### config.mk
export PLATFORM = sky130hd
export DESIGN_NAME = ble_adv_device_classifier_top
export DESIGN_NICKNAME = d
export VERILOG_FILES = /design/src/bleadc_pkg.sv /design/src/ble_adv_device_classifier_top.sv /design/src/bleadc_table.sv /design/src/bleadc_parse.sv
export SDC_FILE = /design/constraint.sdc
export NUM_CORES = 2
export LEC_CHECK = 0
export ABC_AREA = 1
export BUFFER_PORTS_ARGS = -buffer_cell sky130_fd_sc_hd__buf_2
export CAP_MARGIN = 10
export CORE_UTILIZATION = 45
export CTS_CLUSTER_SIZE = 16
export DETAILED_ROUTE_END_ITERATION = 10
export HOLD_SLACK_MARGIN = 0.1
export PLACE_DENSITY = 0.67
export SETUP_SLACK_MARGIN = 0.05
export SYNTH_ARGS = -nofsm -noshare
export SYNTH_HDL_FRONTEND = slang
export SYNTH_SLANG_ARGS = --single-unit
### constraint.sdc
create_clock -name clock -period 11.8 [get_ports clock]
set_input_delay 2.95 -clock clock [delete_from_list [all_inputs] [get_ports clock]]
set_output_delay 2.95 -clock clock [all_outputs]
set_load 0.01 [all_outputs]
### src/bleadc_pkg.sv
// ----------------------------------------------------------------------------
// BLE advertising device classifier - shared definitions
// Request and response payloads, table entry layout, AD type codes and the
// segment update passed from the byte parser to the hit sequencer.
// ----------------------------------------------------------------------------
`default_nettype none

package bleadc_pkg;

   localparam int unsigned MAX_DEVICES_DEF   = 32;
   localparam int unsigned MAX_ADV_BYTES_DEF = 62;

   localparam int unsigned ADDR_W  = 48;
   localparam int unsigned ENTRY_W = 5;

   // request opcodes
   localparam logic [1:0] OP_BYTE  = 2'd0;
   localparam logic [1:0] OP_HIT   = 2'd1;
   localparam logic [1:0] OP_CLEAR = 2'd2;

   // AD segment types
   localparam logic [7:0] AD_KIND_FLAGS   = 8'h01;
   localparam logic [7:0] AD_UUID16_PART  = 8'h02;
   localparam logic [7:0] AD_UUID16_FULL  = 8'h03;
   localparam logic [7:0] AD_UUID16_SOLIC = 8'h14;

   localparam logic [15:0] HID_UUID = 16'h1812;

   // top two address bits of random addresses
   localparam logic [1:0] TOP_RESOLVABLE = 2'b01;
   localparam logic [1:0] TOP_NONRESOLV  = 2'b00;

   localparam logic [1:0] ATYPE_PUBLIC = 2'd0;

   localparam logic [1:0] CLASS_PUBLIC     = 2'd0;
   localparam logic [1:0] CLASS_STATIC     = 2'd1;
   localparam logic [1:0] CLASS_RESOLVABLE = 2'd2;
   localparam logic [1:0] CLASS_NONRESOLV  = 2'd3;

   localparam logic [1:0] RISK_LOW    = 2'd0;
   localparam logic [1:0] RISK_MEDIUM = 2'd1;
   localparam logic [1:0] RISK_HIGH   = 2'd2;

   localparam logic [2:0] EVT_LAST_CONNECTABLE = 3'd1;

   typedef struct packed {
      logic [1:0]        opcode;
      logic [47:0]       device_address;
      logic signed [7:0] rssi;
      logic [1:0]        address_type;
      logic [2:0]        event_type;
      logic [7:0]        adv_byte;
      logic              last_item;
   } bleadc_req_type;

   typedef struct packed {
      logic [4:0]        entry_index;
      logic              new_entry;
      logic              dropped;
      logic [1:0]        address_class;
      logic              connectable;
      logic              limited_discoverable;
      logic              general_discoverable;
      logic              classic_supported;
      logic              hid_service;
      logic [1:0]        risk_class;
      logic signed [7:0] hit_rssi;
   } bleadc_rsp_type;

   typedef struct packed {
      logic conn;
      logic limited;
      logic general;
      logic classic;
      logic hid;
   } bleadc_flags_type;

   typedef struct packed {
      bleadc_flags_type   flags;
      logic [ADDR_W-1:0]  address;
   } bleadc_entry_type;

   // update from a segment that just completed
   typedef struct packed {
      logic done;
      logic flags_valid;
      logic limited;
      logic general;
      logic no_classic;
      logic hid;
   } bleadc_seg_type;

endpackage

`default_nettype wire

### src/ble_adv_device_classifier_top.sv
// ----------------------------------------------------------------------------
// BLE advertising device classifier
// Looks up each scan hit's device in a table, parses its AD segments and
// reports address class and risk class at the end of the hit.
// ----------------------------------------------------------------------------
//  channel   direction  handshake              payload
//  req_      in         req_valid / req_stall  bleadc_req_type
//  rsp_      out        rsp_valid / rsp_stall  bleadc_rsp_type
//
//  A byte inside an open hit passes through S_BYTE, and S_FINISH if it ends
//  the hit. The first item of a hit searches the table through the RAM read
//  port and one address comparator, reading and comparing stored entries in
//  turn, then adds a new entry and applies the header. Reset is synchronous
//  and empties the table. The result sits in an output register; a stalled
//  result holds the sequencer only when the next result is ready to load.
// ----------------------------------------------------------------------------
`default_nettype none

module ble_adv_device_classifier_top #(
   parameter int unsigned MAX_DEVICES   = bleadc_pkg::MAX_DEVICES_DEF,
   parameter int unsigned MAX_ADV_BYTES = bleadc_pkg::MAX_ADV_BYTES_DEF
) (
   input  logic                       clock,
   input  logic                       reset,
   input  logic                       req_valid,
   output logic                       req_stall,
   input  bleadc_pkg::bleadc_req_type req_data,
   output logic                       rsp_valid,
   input  logic                       rsp_stall,
   output bleadc_pkg::bleadc_rsp_type rsp_data
);
   import bleadc_pkg::*;

   localparam int unsigned SLOT_W = (MAX_DEVICES > 1) ? $clog2(MAX_DEVICES) : 1;
   localparam int unsigned CNT_W  = $clog2(MAX_DEVICES + 1);

   localparam logic [2:0] S_IDLE   = 3'd0;
   localparam logic [2:0] S_SRD    = 3'd1;
   localparam logic [2:0] S_SCMP   = 3'd2;
   localparam logic [2:0] S_ADD    = 3'd3;
   localparam logic [2:0] S_APPLY  = 3'd4;
   localparam logic [2:0] S_BYTE   = 3'd5;
   localparam logic [2:0] S_FINISH = 3'd6;

   logic [2:0]         state_ff, state_in;
   logic               hit_active_ff, hit_active_in;
   logic [CNT_W-1:0]   count_ff, count_in;
   logic [SLOT_W-1:0]  idx_ff, idx_in;
   logic [SLOT_W-1:0]  slot_ff, slot_in;
   logic [ADDR_W-1:0]  addr_ff, addr_in;
   logic signed [7:0]  rssi_ff, rssi_in;
   logic [1:0]         class_ff, class_in;
   logic               conn_evt_ff, conn_evt_in;
   logic               dropped_ff, dropped_in;
   logic               new_ff, new_in;
   bleadc_flags_type   flags_ff, flags_in;
   logic [7:0]         byte_ff, byte_in;
   logic               last_ff, last_in;
   logic               has_byte_ff, has_byte_in;
   logic               rsp_valid_ff, rsp_valid_in;
   bleadc_rsp_type     rsp_ff, rsp_in;

   logic               req_acc;
   logic               start_hit;
   logic               step;
   bleadc_seg_type     seg_upd;
   bleadc_flags_type   flags_upd;
   bleadc_entry_type   rd_entry;
   bleadc_entry_type   wr_entry;
   logic               wr_en;
   bleadc_rsp_type     result;

   function automatic logic [1:0] addr_class(input logic [1:0] atype,
                                             input logic [1:0] top);
      logic [1:0] cls;
      if (atype == ATYPE_PUBLIC) begin
         cls = CLASS_PUBLIC;
      end else if (top == TOP_RESOLVABLE) begin
         cls = CLASS_RESOLVABLE;
      end else if (top == TOP_NONRESOLV) begin
         cls = CLASS_NONRESOLV;
      end else begin
         cls = CLASS_STATIC;
      end
      return cls;
   endfunction

   assign req_stall = (state_ff != S_IDLE);
   assign req_acc   = req_valid && !req_stall;
   assign start_hit = req_acc && ((req_data.opcode == OP_HIT) ||
                                  ((req_data.opcode == OP_BYTE) && !hit_active_ff));
   assign step      = (state_ff == S_BYTE) && !dropped_ff;

   bleadc_parse #(
      .MAX_ADV_BYTES(MAX_ADV_BYTES)
   ) u_parse (
      .clock   (clock),
      .reset   (reset),
      .start   (start_hit),
      .step    (step),
      .adv_byte(byte_ff),
      .seg_upd (seg_upd)
   );

   // apply a completed segment to the working flags
   always_comb begin
      flags_upd = flags_ff;
      if (seg_upd.done) begin
         if (seg_upd.flags_valid) begin
            flags_upd.limited = seg_upd.limited;
            flags_upd.general = seg_upd.general;
            flags_upd.classic = !seg_upd.no_classic;
         end
         if (seg_upd.hid) begin
            flags_upd.hid = 1'b1;
         end
      end
   end

   always_comb begin
      result = '0;
      result.hit_rssi = rssi_ff;
      if (dropped_ff) begin
         result.dropped = 1'b1;
      end else begin
         result.entry_index          = ENTRY_W'(slot_ff);
         result.new_entry            = new_ff;
         result.address_class        = class_ff;
         result.connectable          = flags_ff.conn;
         result.limited_discoverable = flags_ff.limited;
         result.general_discoverable = flags_ff.general;
         result.classic_supported    = flags_ff.classic;
         result.hid_service          = flags_ff.hid;
         if (flags_ff.conn && (flags_ff.limited || flags_ff.hid)) begin
            result.risk_class = RISK_HIGH;
         end else if (flags_ff.conn || class_ff == CLASS_PUBLIC ||
                      class_ff == CLASS_STATIC) begin
            result.risk_class = RISK_MEDIUM;
         end else begin
            result.risk_class = RISK_LOW;
         end
      end
   end

   always_comb begin
      state_in      = state_ff;
      hit_active_in = hit_active_ff;
      count_in      = count_ff;
      idx_in        = idx_ff;
      slot_in       = slot_ff;
      addr_in       = addr_ff;
      rssi_in       = rssi_ff;
      class_in      = class_ff;
      conn_evt_in   = conn_evt_ff;
      dropped_in    = dropped_ff;
      new_in        = new_ff;
      flags_in      = flags_ff;
      byte_in       = byte_ff;
      last_in       = last_ff;
      has_byte_in   = has_byte_ff;
      rsp_valid_in  = rsp_valid_ff && rsp_stall;
      rsp_in        = rsp_ff;
      wr_en         = 1'b0;

      case (state_ff)
         S_IDLE: begin
            if (req_acc) begin
               byte_in = req_data.adv_byte;
               last_in = req_data.last_item;
               if (req_data.opcode == OP_CLEAR) begin
                  count_in      = '0;
                  hit_active_in = 1'b0;
               end else if (start_hit) begin
                  hit_active_in = 1'b1;
                  addr_in       = req_data.device_address;
                  rssi_in       = req_data.rssi;
                  class_in      = addr_class(req_data.address_type,
                                             req_data.device_address[47:46]);
                  conn_evt_in   = (req_data.event_type <= EVT_LAST_CONNECTABLE);
                  dropped_in    = 1'b0;
                  new_in        = 1'b0;
                  idx_in        = '0;
                  has_byte_in   = (req_data.opcode == OP_BYTE);
                  state_in      = (count_ff == '0) ? S_ADD : S_SRD;
               end else if (req_data.opcode == OP_BYTE) begin
                  state_in = S_BYTE;
               end
            end
         end
         S_SRD: begin
            state_in = S_SCMP;
         end
         S_SCMP: begin
            if (rd_entry.address == addr_ff) begin
               slot_in  = idx_ff;
               flags_in = rd_entry.flags;
               state_in = S_APPLY;
            end else if ((CNT_W'(idx_ff) + CNT_W'(1)) == count_ff) begin
               state_in = S_ADD;
            end else begin
               idx_in   = idx_ff + SLOT_W'(1);
               state_in = S_SRD;
            end
         end
         S_ADD: begin
            if (count_ff == CNT_W'(MAX_DEVICES)) begin
               dropped_in = 1'b1;
            end else begin
               slot_in  = SLOT_W'(count_ff);
               count_in = count_ff + CNT_W'(1);
               flags_in = '0;
               new_in   = 1'b1;
            end
            state_in = S_APPLY;
         end
         S_APPLY: begin
            if (!dropped_ff) begin
               flags_in.conn = flags_ff.conn || conn_evt_ff;
               wr_en         = 1'b1;
            end
            state_in = has_byte_ff ? S_BYTE : S_FINISH;
         end
         S_BYTE: begin
            if (!dropped_ff) begin
               flags_in = flags_upd;
               wr_en    = 1'b1;
            end
            state_in = last_ff ? S_FINISH : S_IDLE;
         end
         S_FINISH: begin
            // hold until the output register is free
            if (!rsp_valid_ff || !rsp_stall) begin
               rsp_in        = result;
               rsp_valid_in  = 1'b1;
               hit_active_in = 1'b0;
               state_in      = S_IDLE;
            end
         end
         default: begin
            state_in = S_IDLE;
         end
      endcase
   end

   assign wr_entry.flags   = flags_in;
   assign wr_entry.address = addr_ff;

   bleadc_table #(
      .DEPTH(MAX_DEVICES)
   ) u_table (
      .clock  (clock),
      .wr_en  (wr_en),
      .wr_addr(slot_in),
      .wr_data(wr_entry),
      .rd_addr(idx_ff),
      .rd_data(rd_entry)
   );

   always_ff @(posedge clock) begin
      if (reset) begin
         state_ff      <= S_IDLE;
         hit_active_ff <= 1'b0;
         count_ff      <= '0;
         rsp_valid_ff  <= 1'b0;
      end else begin
         state_ff      <= state_in;
         hit_active_ff <= hit_active_in;
         count_ff      <= count_in;
         rsp_valid_ff  <= rsp_valid_in;
      end
   end

   always_ff @(posedge clock) begin
      idx_ff      <= idx_in;
      slot_ff     <= slot_in;
      addr_ff     <= addr_in;
      rssi_ff     <= rssi_in;
      class_ff    <= class_in;
      conn_evt_ff <= conn_evt_in;
      dropped_ff  <= dropped_in;
      new_ff      <= new_in;
      flags_ff    <= flags_in;
      byte_ff     <= byte_in;
      last_ff     <= last_in;
      has_byte_ff <= has_byte_in;
      rsp_ff      <= rsp_in;
   end

   assign rsp_valid = rsp_valid_ff;
   assign rsp_data  = rsp_ff;

endmodule

`default_nettype wire

### src/bleadc_table.sv
// ----------------------------------------------------------------------------
// Device table RAM
// One write port and one read port with registered read data; each word
// holds a device address and its flag bits.
// ----------------------------------------------------------------------------
`default_nettype none

module bleadc_table #(
   parameter  int unsigned DEPTH = bleadc_pkg::MAX_DEVICES_DEF,
   localparam int unsigned AW    = (DEPTH > 1) ? $clog2(DEPTH) : 1
) (
   input  logic                        clock,
   input  logic                        wr_en,
   input  logic [AW-1:0]               wr_addr,
   input  bleadc_pkg::bleadc_entry_type wr_data,
   input  logic [AW-1:0]               rd_addr,
   output bleadc_pkg::bleadc_entry_type rd_data
);
   import bleadc_pkg::*;

   bleadc_entry_type entry_ram [DEPTH];
   bleadc_entry_type rd_data_ff;

   always_ff @(posedge clock) begin
      if (wr_en) begin
         entry_ram[wr_addr] <= wr_data;
      end
      rd_data_ff <= entry_ram[rd_addr];
   end

   assign rd_data = rd_data_ff;

endmodule

`default_nettype wire

### src/bleadc_parse.sv
// ----------------------------------------------------------------------------
// AD segment parser
// Walks length-type-value segments one byte per step and reports the flags
// and HID UUID found in each segment when the segment completes.
// ----------------------------------------------------------------------------
`default_nettype none

module bleadc_parse #(
   parameter int unsigned MAX_ADV_BYTES = bleadc_pkg::MAX_ADV_BYTES_DEF
) (
   input  logic                      clock,
   input  logic                      reset,
   input  logic                      start,
   input  logic                      step,
   input  logic [7:0]                adv_byte,
   output bleadc_pkg::bleadc_seg_type seg_upd
);
   import bleadc_pkg::*;

   localparam int unsigned POS_W = $clog2(MAX_ADV_BYTES + 1);

   logic [POS_W-1:0] pos_ff, pos_in;
   logic [7:0]       rem_ff, rem_in;
   logic [7:0]       kind_ff, kind_in;
   logic             expect_ff, expect_in;
   logic             stopped_ff, stopped_in;
   logic             pend_fv_ff, pend_fv_in;
   logic [2:0]       pend_bits_ff, pend_bits_in;
   logic             pend_hid_ff, pend_hid_in;
   logic             uuid_v_ff, uuid_v_in;
   logic [7:0]       uuid_lo_ff, uuid_lo_in;

   always_comb begin
      pos_in       = pos_ff;
      rem_in       = rem_ff;
      kind_in      = kind_ff;
      expect_in    = expect_ff;
      stopped_in   = stopped_ff;
      pend_fv_in   = pend_fv_ff;
      pend_bits_in = pend_bits_ff;
      pend_hid_in  = pend_hid_ff;
      uuid_v_in    = uuid_v_ff;
      uuid_lo_in   = uuid_lo_ff;
      seg_upd      = '0;
      if (start) begin
         pos_in       = '0;
         rem_in       = '0;
         kind_in      = '0;
         expect_in    = 1'b0;
         stopped_in   = 1'b0;
         pend_fv_in   = 1'b0;
         pend_bits_in = '0;
         pend_hid_in  = 1'b0;
         uuid_v_in    = 1'b0;
         uuid_lo_in   = '0;
      end else if (step && !stopped_ff && (pos_ff < POS_W'(MAX_ADV_BYTES))) begin
         pos_in = pos_ff + POS_W'(1);
         if (rem_ff == 8'd0) begin
            // length byte; zero ends parsing for this hit
            if (adv_byte == 8'd0) begin
               stopped_in = 1'b1;
            end else begin
               rem_in    = adv_byte;
               expect_in = 1'b1;
            end
         end else begin
            if (expect_ff) begin
               kind_in      = adv_byte;
               expect_in    = 1'b0;
               pend_fv_in   = 1'b0;
               pend_bits_in = '0;
               pend_hid_in  = 1'b0;
               uuid_v_in    = 1'b0;
               uuid_lo_in   = '0;
            end else if (kind_ff == AD_KIND_FLAGS) begin
               // only the first flags value byte counts
               if (!pend_fv_ff) begin
                  pend_fv_in   = 1'b1;
                  pend_bits_in = adv_byte[2:0];
                  pend_hid_in  = 1'b0;
               end
            end else if (kind_ff == AD_UUID16_PART || kind_ff == AD_UUID16_FULL ||
                         kind_ff == AD_UUID16_SOLIC) begin
               if (uuid_v_ff) begin
                  if ({adv_byte, uuid_lo_ff} == HID_UUID) begin
                     pend_hid_in = 1'b1;
                  end
                  uuid_v_in  = 1'b0;
                  uuid_lo_in = '0;
               end else begin
                  uuid_v_in  = 1'b1;
                  uuid_lo_in = adv_byte;
               end
            end
            rem_in = rem_ff - 8'd1;
            if (rem_ff == 8'd1) begin
               seg_upd.done        = 1'b1;
               seg_upd.flags_valid = pend_fv_in;
               seg_upd.limited     = pend_bits_in[0];
               seg_upd.general     = pend_bits_in[1];
               seg_upd.no_classic  = pend_bits_in[2];
               seg_upd.hid         = pend_hid_in;
               pend_fv_in   = 1'b0;
               pend_bits_in = '0;
               pend_hid_in  = 1'b0;
               uuid_v_in    = 1'b0;
               uuid_lo_in   = '0;
            end
         end
      end
   end

   always_ff @(posedge clock) begin
      if (reset) begin
         pos_ff       <= '0;
         rem_ff       <= '0;
         kind_ff      <= '0;
         expect_ff    <= 1'b0;
         stopped_ff   <= 1'b0;
         pend_fv_ff   <= 1'b0;
         pend_bits_ff <= '0;
         pend_hid_ff  <= 1'b0;
         uuid_v_ff    <= 1'b0;
         uuid_lo_ff   <= '0;
      end else begin
         pos_ff       <= pos_in;
         rem_ff       <= rem_in;
         kind_ff      <= kind_in;
         expect_ff    <= expect_in;
         stopped_ff   <= stopped_in;
         pend_fv_ff   <= pend_fv_in;
         pend_bits_ff <= pend_bits_in;
         pend_hid_ff  <= pend_hid_in;
         uuid_v_ff    <= uuid_v_in;
         uuid_lo_ff   <= uuid_lo_in;
      end
   end

endmodule

`default_nettype wire
After elaboration in Yosys (flattened, before gate mapping)
Memory sizes are Yosys's and may differ from the RTL's. A register that Yosys moved wholly into a read port is not among the register bits.
Cells that the tools add are included.
Cells by class
  add/subtract/negate cells: 5
  order comparisons: 2
  equality and inequality tests: 32
  muxes and demuxes: 88
  bitwise operators: 2
  reductions and logical operators: 54
Operators with widths (number)
  two-way mux 8 bit: 7
  == test 48 bit: 1
  two-way mux 5 bit: 9
  two-way mux 6 bit: 7
  two-way mux 1 bit: 36
  two-way mux 3 bit: 12
  case mux 3 bit (7 select lines): 1
  inequality test 2 bit, second input constant: 10
  case mux 5 bit (2 select lines): 2
  AND reduction 4 bit: 5
  == test 16 x 13 -> 1 bit, second input constant: 1
  == test 8 x 1 -> 1 bit, second input constant: 2
  == test 8 x 2 -> 1 bit, second input constant: 2
  zero test 8 bit: 2
  adder 6 x 1 -> 6 bit, second input constant: 2
  two-way mux 2 bit: 6
  case mux 4 bit (3 select lines): 1
  case mux 6 bit (2 select lines): 1
  AND reduction 5 bit: 2
  == test 3 bit, second input constant: 3
  == test 8 x 5 -> 1 bit, second input constant: 1
  logical AND 1 bit: 8
  zero test 2 bit: 4
  logical OR 1 bit: 8
  26 further kinds: 50
Storage, ports and cells
  bits in registers: 159
  memory bits (writable): 1696
  input port bits: 76
  output and inout port bits: 26
  word-level logic and storage cells: 227
  memories: 1
Memory list
  u_table.entry_ram: words 32, bits a word 53, rd ports 1, clocked after Yosys merged registers in 1, wr ports 1, RTL line bleadc_table.sv:21  | bleadc_entry_type entry_ram [DEPTH];

Logic depth before layout (Yosys ltp)
  depth in word-level cells: 15
  mapped depth: 16

By module
From an unflattened synthesis, not the netlist that was laid out.
Second synthesis, totals
  cell total of the unflattened synthesis: 6731
  area, all modules: 76902.5 µm²
Modules (own cells, without submodules)
  bleadc_table: instances 1, cells each 5822, area each 69273.9 µm²
  ble_adv_device_classifier_top: instances 1, cells each 564, area each 5378.9 µm²
  bleadc_parse: instances 1, cells each 345, area each 2249.7 µm²

Worst setup path after synthesis
Ideal clock, no wire load.
  path type: input port to flip-flop
  from: input port req_valid
  to: register u_parse.pos_ff[3]
  library setup time: 0.125 ns
  data arrival time: 4.975 ns
  data required time: 11.675 ns
  setup slack: 6.700 ns
  cell stages on the path: 8
  cells stage by stage: inv_1 -> nor2_1 -> nand3_1 -> inv_2 -> nor2_1 -> inv_2 -> buf_2 -> nor3b_1
On the way
  word-level cells in the longest chain between the ends: 3
Ends and longest elaborated chain
  start, declared: RTL line ble_adv_device_classifier_top.sv:25  | input logic req_valid,
  logical AND 1 bit: RTL line ble_adv_device_classifier_top.sv:89  | assign req_acc = req_valid && !req_stall;
  logical AND 1 bit: RTL line ble_adv_device_classifier_top.sv:90  | assign start_hit = req_acc && ((req_data.opcode == OP_HIT) ||
  OR reduction 2 bit (no source line)
  end signal, assigned: RTL line bleadc_parse.sv:126  | pos_ff <= pos_in;
  end, declared: RTL line bleadc_parse.sv:22  | logic [POS_W-1:0] pos_ff, pos_in;
No other way between the ends.
A chain may end at the register's enable or synchronous reset.

Worst setup path in the final report
  from: register addr_ff[35]
  to: memory u_table.entry_ram[25][19] (netlist bit) (enable)
On the way
  word-level cells in the longest chain between the ends: 3
Ends and longest elaborated chain
  start, declared: RTL line ble_adv_device_classifier_top.sv:50  | logic [ADDR_W-1:0] addr_ff, addr_in;
  start signal, assigned: RTL line ble_adv_device_classifier_top.sv:276  | addr_ff <= addr_in;
  == test 48 bit: RTL line ble_adv_device_classifier_top.sv:194  | if (rd_entry.address == addr_ff) begin
  two-way mux 5 bit: RTL line ble_adv_device_classifier_top.sv:194
  case mux 5 bit (2 select lines): RTL line ble_adv_device_classifier_top.sv:165  | case (state_ff)
  end, declared: RTL line bleadc_table.sv:21
No other way between the ends.

==> reports/metrics.cfg <==
[run_status]
status=finished clean

[logic_synthesis]
ys_types=42
yosys.area_share.simple=0.0896
synthAdderAreaFrac=0.00101
synth-async-reset-ratio=0
ys_seq_area_frac=0.755
synth_compound_gate_area_share=0.123
synth_xor_area_frac=0.00330
yosysWarnings=0
yosys-top-cells-area=edfxtp_1 72%, nor2_1 5.9%, o21ai_0 5.9%
yosys_most_used_dff=edfxtp_1
yosysTopAreaCell=edfxtp_1
synth.mux.area_fraction=0
synth_top_family_by_area=compound AO/OA/AOI/OAI gates
syn_inst=5875
syn-num-nets=5957
synth-edff-count=1796
synth_top_area_frac=0.725
syn_avg_cell_area_um2=12.7
synth_area_um2=74400
yosys_register_bits=1908

[placement]
dpl.cell_count=7892
dpl.hpwl_um=90200
io_buffers=100
routabilityCongestion=0.811

[sta]
holdWs_ps=408
slew_headroom=0.220
tns_ps=0
tightest_slew_ps=1170
rsz0062_at_grt=false
min_period_ps=5450
slew_violations=0
fmax_mhz=184
period_share=0.462
fin_skew_ps=51.0
finalSetupViolations=0
finalHoldViolations=0

[finish]
mostFrequentLayoutCells=1,796 x edfxtp_1, 1,135 x nor2_1, 876 x o21ai_0
area_growth_syn_to_layout_pct=12.5
layout-drive-gt1-share=0.0928
seqCellArea_um2=56200
multi_input_comb_area_um2=16400
final_util=0.512
fin_nets=5992
fill_cells=13500
fin_cells=8253
layout_commonest_cell=edfxtp_1

[power_and_ir_drop]
ir_worst_vdd_v=0.000315
p_per_area_nw_per_um2=235
total_power_w=0.0197
p_leak_nw=27.2

[floorplan]
die_y_um=409
rows=148
die_w_um=409
start_util=0.455
core_um2=164000
dieArea_um2=167000
io_pins=102

[grt]
track_usage=0.227
grt_use_met3=0.0351
top_usage_layer=met2
overflow=0
grt_pass1_vias=45300
met2_usage=0.370
grt_pass1_wl_um=287000
met1_usage=0.315
antenna_found_initial=4
grt_max_degree=225

[drt]
drt_iter0_markers=5980
drt.antenna.violating_nets=0
drc=0
viasPerCell=5.81
vias=47900
wl_per_cell_um=23.5
first_pass_iters=6
totalWireLength_um=194000

[setup_path]
arrival_ps=5880
ff2ff_setup_slack_ps=6350
crit_chain=buf_4, xnor2_1, nand2_1, nor2_1, nand2_1, nor2_1, nand3_2, nand2_1, nand2_1, nand2_1, nand3_2, nand2_2, nand2_2, nor2_4, buf_4
crit_required_ps=12240
reg2reg_from=addr_ff[35]$_DFFE_PP_
r2r-end=u_table.entry_ram[25][19]$_DFFE_PP_
path_buf_inv=2
r2r_cells=15
endpoint_kind=register
cp_top_family=simple AND/OR/NAND/NOR gates
startpoint=addr_ff[35]$_DFFE_PP_
path_class=register to register
cp-start-kind=register
crit_slowest_cell=nor2_4
slowest_delay_ps=950
crit_top_cell=nand2_1
worstPathMaxFanout=33

[clock_tree]
cts_resized=0
cts.sinks=1908
cts_root_buf=clkbuf_16
cts_buffers=189
ctsHoldBuffers=0
clock_path_buffers=3
cts_setup_buffers=0
clock_latency_ps=820
cts_max_level=4
cts_tree=done
clkSlewWorstSetupHoldPaths_ps=70

[min_path]
holdPathEnd=rsp_data[3]$_DFFE_PP_
min_path_cells=0
min_path_type=register to register
worstHoldStart=rssi_ff[3]$_DFFE_PP_

[flow_run]
drv_cap=0

==> worst max-delay path by stage <==
stage / to / cells past startpoint / slack, ps
final: u_table.entry_ram[25][19]$_DFFE_PP_ / 15 / 6350
after global routing: u_table.entry_ram[25][52]$_DFFE_PP_ / 15 / 6040
after CTS: u_table.entry_ram[25][52]$_DFFE_PP_ / 15 / 6430
after detailed placement: u_parse.pend_bits_ff[0]$_SDFFE_PP0P_ / 10 / 5580
after global placement: u_parse.pend_hid_ff$_SDFFE_PP0P_ / 10 / 5670
after floorplan: u_parse.pos_ff[3]$_SDFFE_PP0P_ / 8 / 6700
==> power by group <==
group | switching [W] | internal (W) | total (W) | leakage [nW]
Sequential | 0.000129 | 0.00779 | 0.00791 | 16.9
Clock | 0.00256 | 0.00349 | 0.00605 | 3.07
Combinational | 0.00413 | 0.00159 | 0.00572 | 7.30
==> logic make-up after synthesis <==
logic type,count (synthesis)
AOI/OAI and AO/OA,1682
xor gates and xnor gates,28
DFF,1908
and+or+nand+nor,1708
buffers and inverters,543
adders and majority gates,6
==> per-layer routing <==
layer	share of wire	routed length (um)	up-vias
met4	0.026	5070	2
met5	0.000067	13	-
li1	-	-	21600
met1	0.41	79700	23800
met2	0.47	92100	2212
met3	0.088	17100	326
==> sequential cells by signal (all words and copies together), names as in the netlist, 2 cells and up <==
| name | flops |
|---|---|
| slot_ff | 5 |
| rsp_data | 24 |
| flags_ff | 5 |
| u_table.entry_ram | 1696 |
| u_table.rd_data | 53 |
| state_ff | 3 |
| u_parse.kind_ff | 8 |
| u_parse.uuid_lo_ff | 8 |
| byte_ff | 8 |
| rssi_ff | 8 |
| u_parse.pos_ff | 6 |
| addr_ff | 48 |
| class_ff | 2 |
| count_ff | 6 |
| idx_ff | 5 |
| u_parse.pend_bits_ff | 3 |
| u_parse.rem_ff | 8 |
==> worst reg2reg max path, cell delays in order, from the launching register on <==
cell,delay (ps)
edfxtp_1,360
buf_4,240
xnor2_1,850
nand2_1,150
nor2_1,150
nand2_1,60
nor2_1,130
nand3_2,240
nand2_1,230
nand2_1,170
nand2_1,110
nand3_2,130
nand2_2,130
nand2_2,290
nor2_4,960
buf_4,800
==> through the flow <==
| stage | setup slack [ps] | cell area [um^2] |
|---|---|---|
| 2_1_floorplan | 6700 | 74400 |
| 3_5_place_dp | 5580 | 77400 |
| 5_1_grt | 6040 | 83700 |
| 3_3_place_gp | 5670 | 77400 |
| 4_1_cts | 6430 | 83700 |
| 6_report | 6350 | 83700 |
==> cells in the mapped netlist, types with 4 or more instances <==
cell	n
a21oi_1	100
buf_1	41
buf_2	33
buf_4	4
clkbuf_1	295
dfxtp_1	112
edfxtp_1	1796
ha_1	6
inv_1	151
inv_2	18
nand2_1	446
nand3_1	41
nand3_2	6
nand4_1	11
nor2_1	1168
nor3_1	10
nor3b_1	5
nor4_1	6
o211ai_1	7
o21ai_0	876
o21ai_1	154
o22ai_1	508
o31ai_1	25
xnor2_1	22
xor2_1	6
==> final cells by class <==
| class | count | area share |
|---|---|---|
| Antenna cell | 1 | 0.0000299 |
| Clock buffer | 263 | 0.0620 |
| Clock inverter | 95 | 0.0130 |
| Inverter | 170 | 0.00801 |
| Multi-Input combinational cell | 3424 | 0.196 |
| Sequential cell | 1908 | 0.671 |
| Tap cell | 2175 | 0.0325 |
| Timing Repair Buffer | 217 | 0.0177 |
Power figures use the tool's default switching activity.
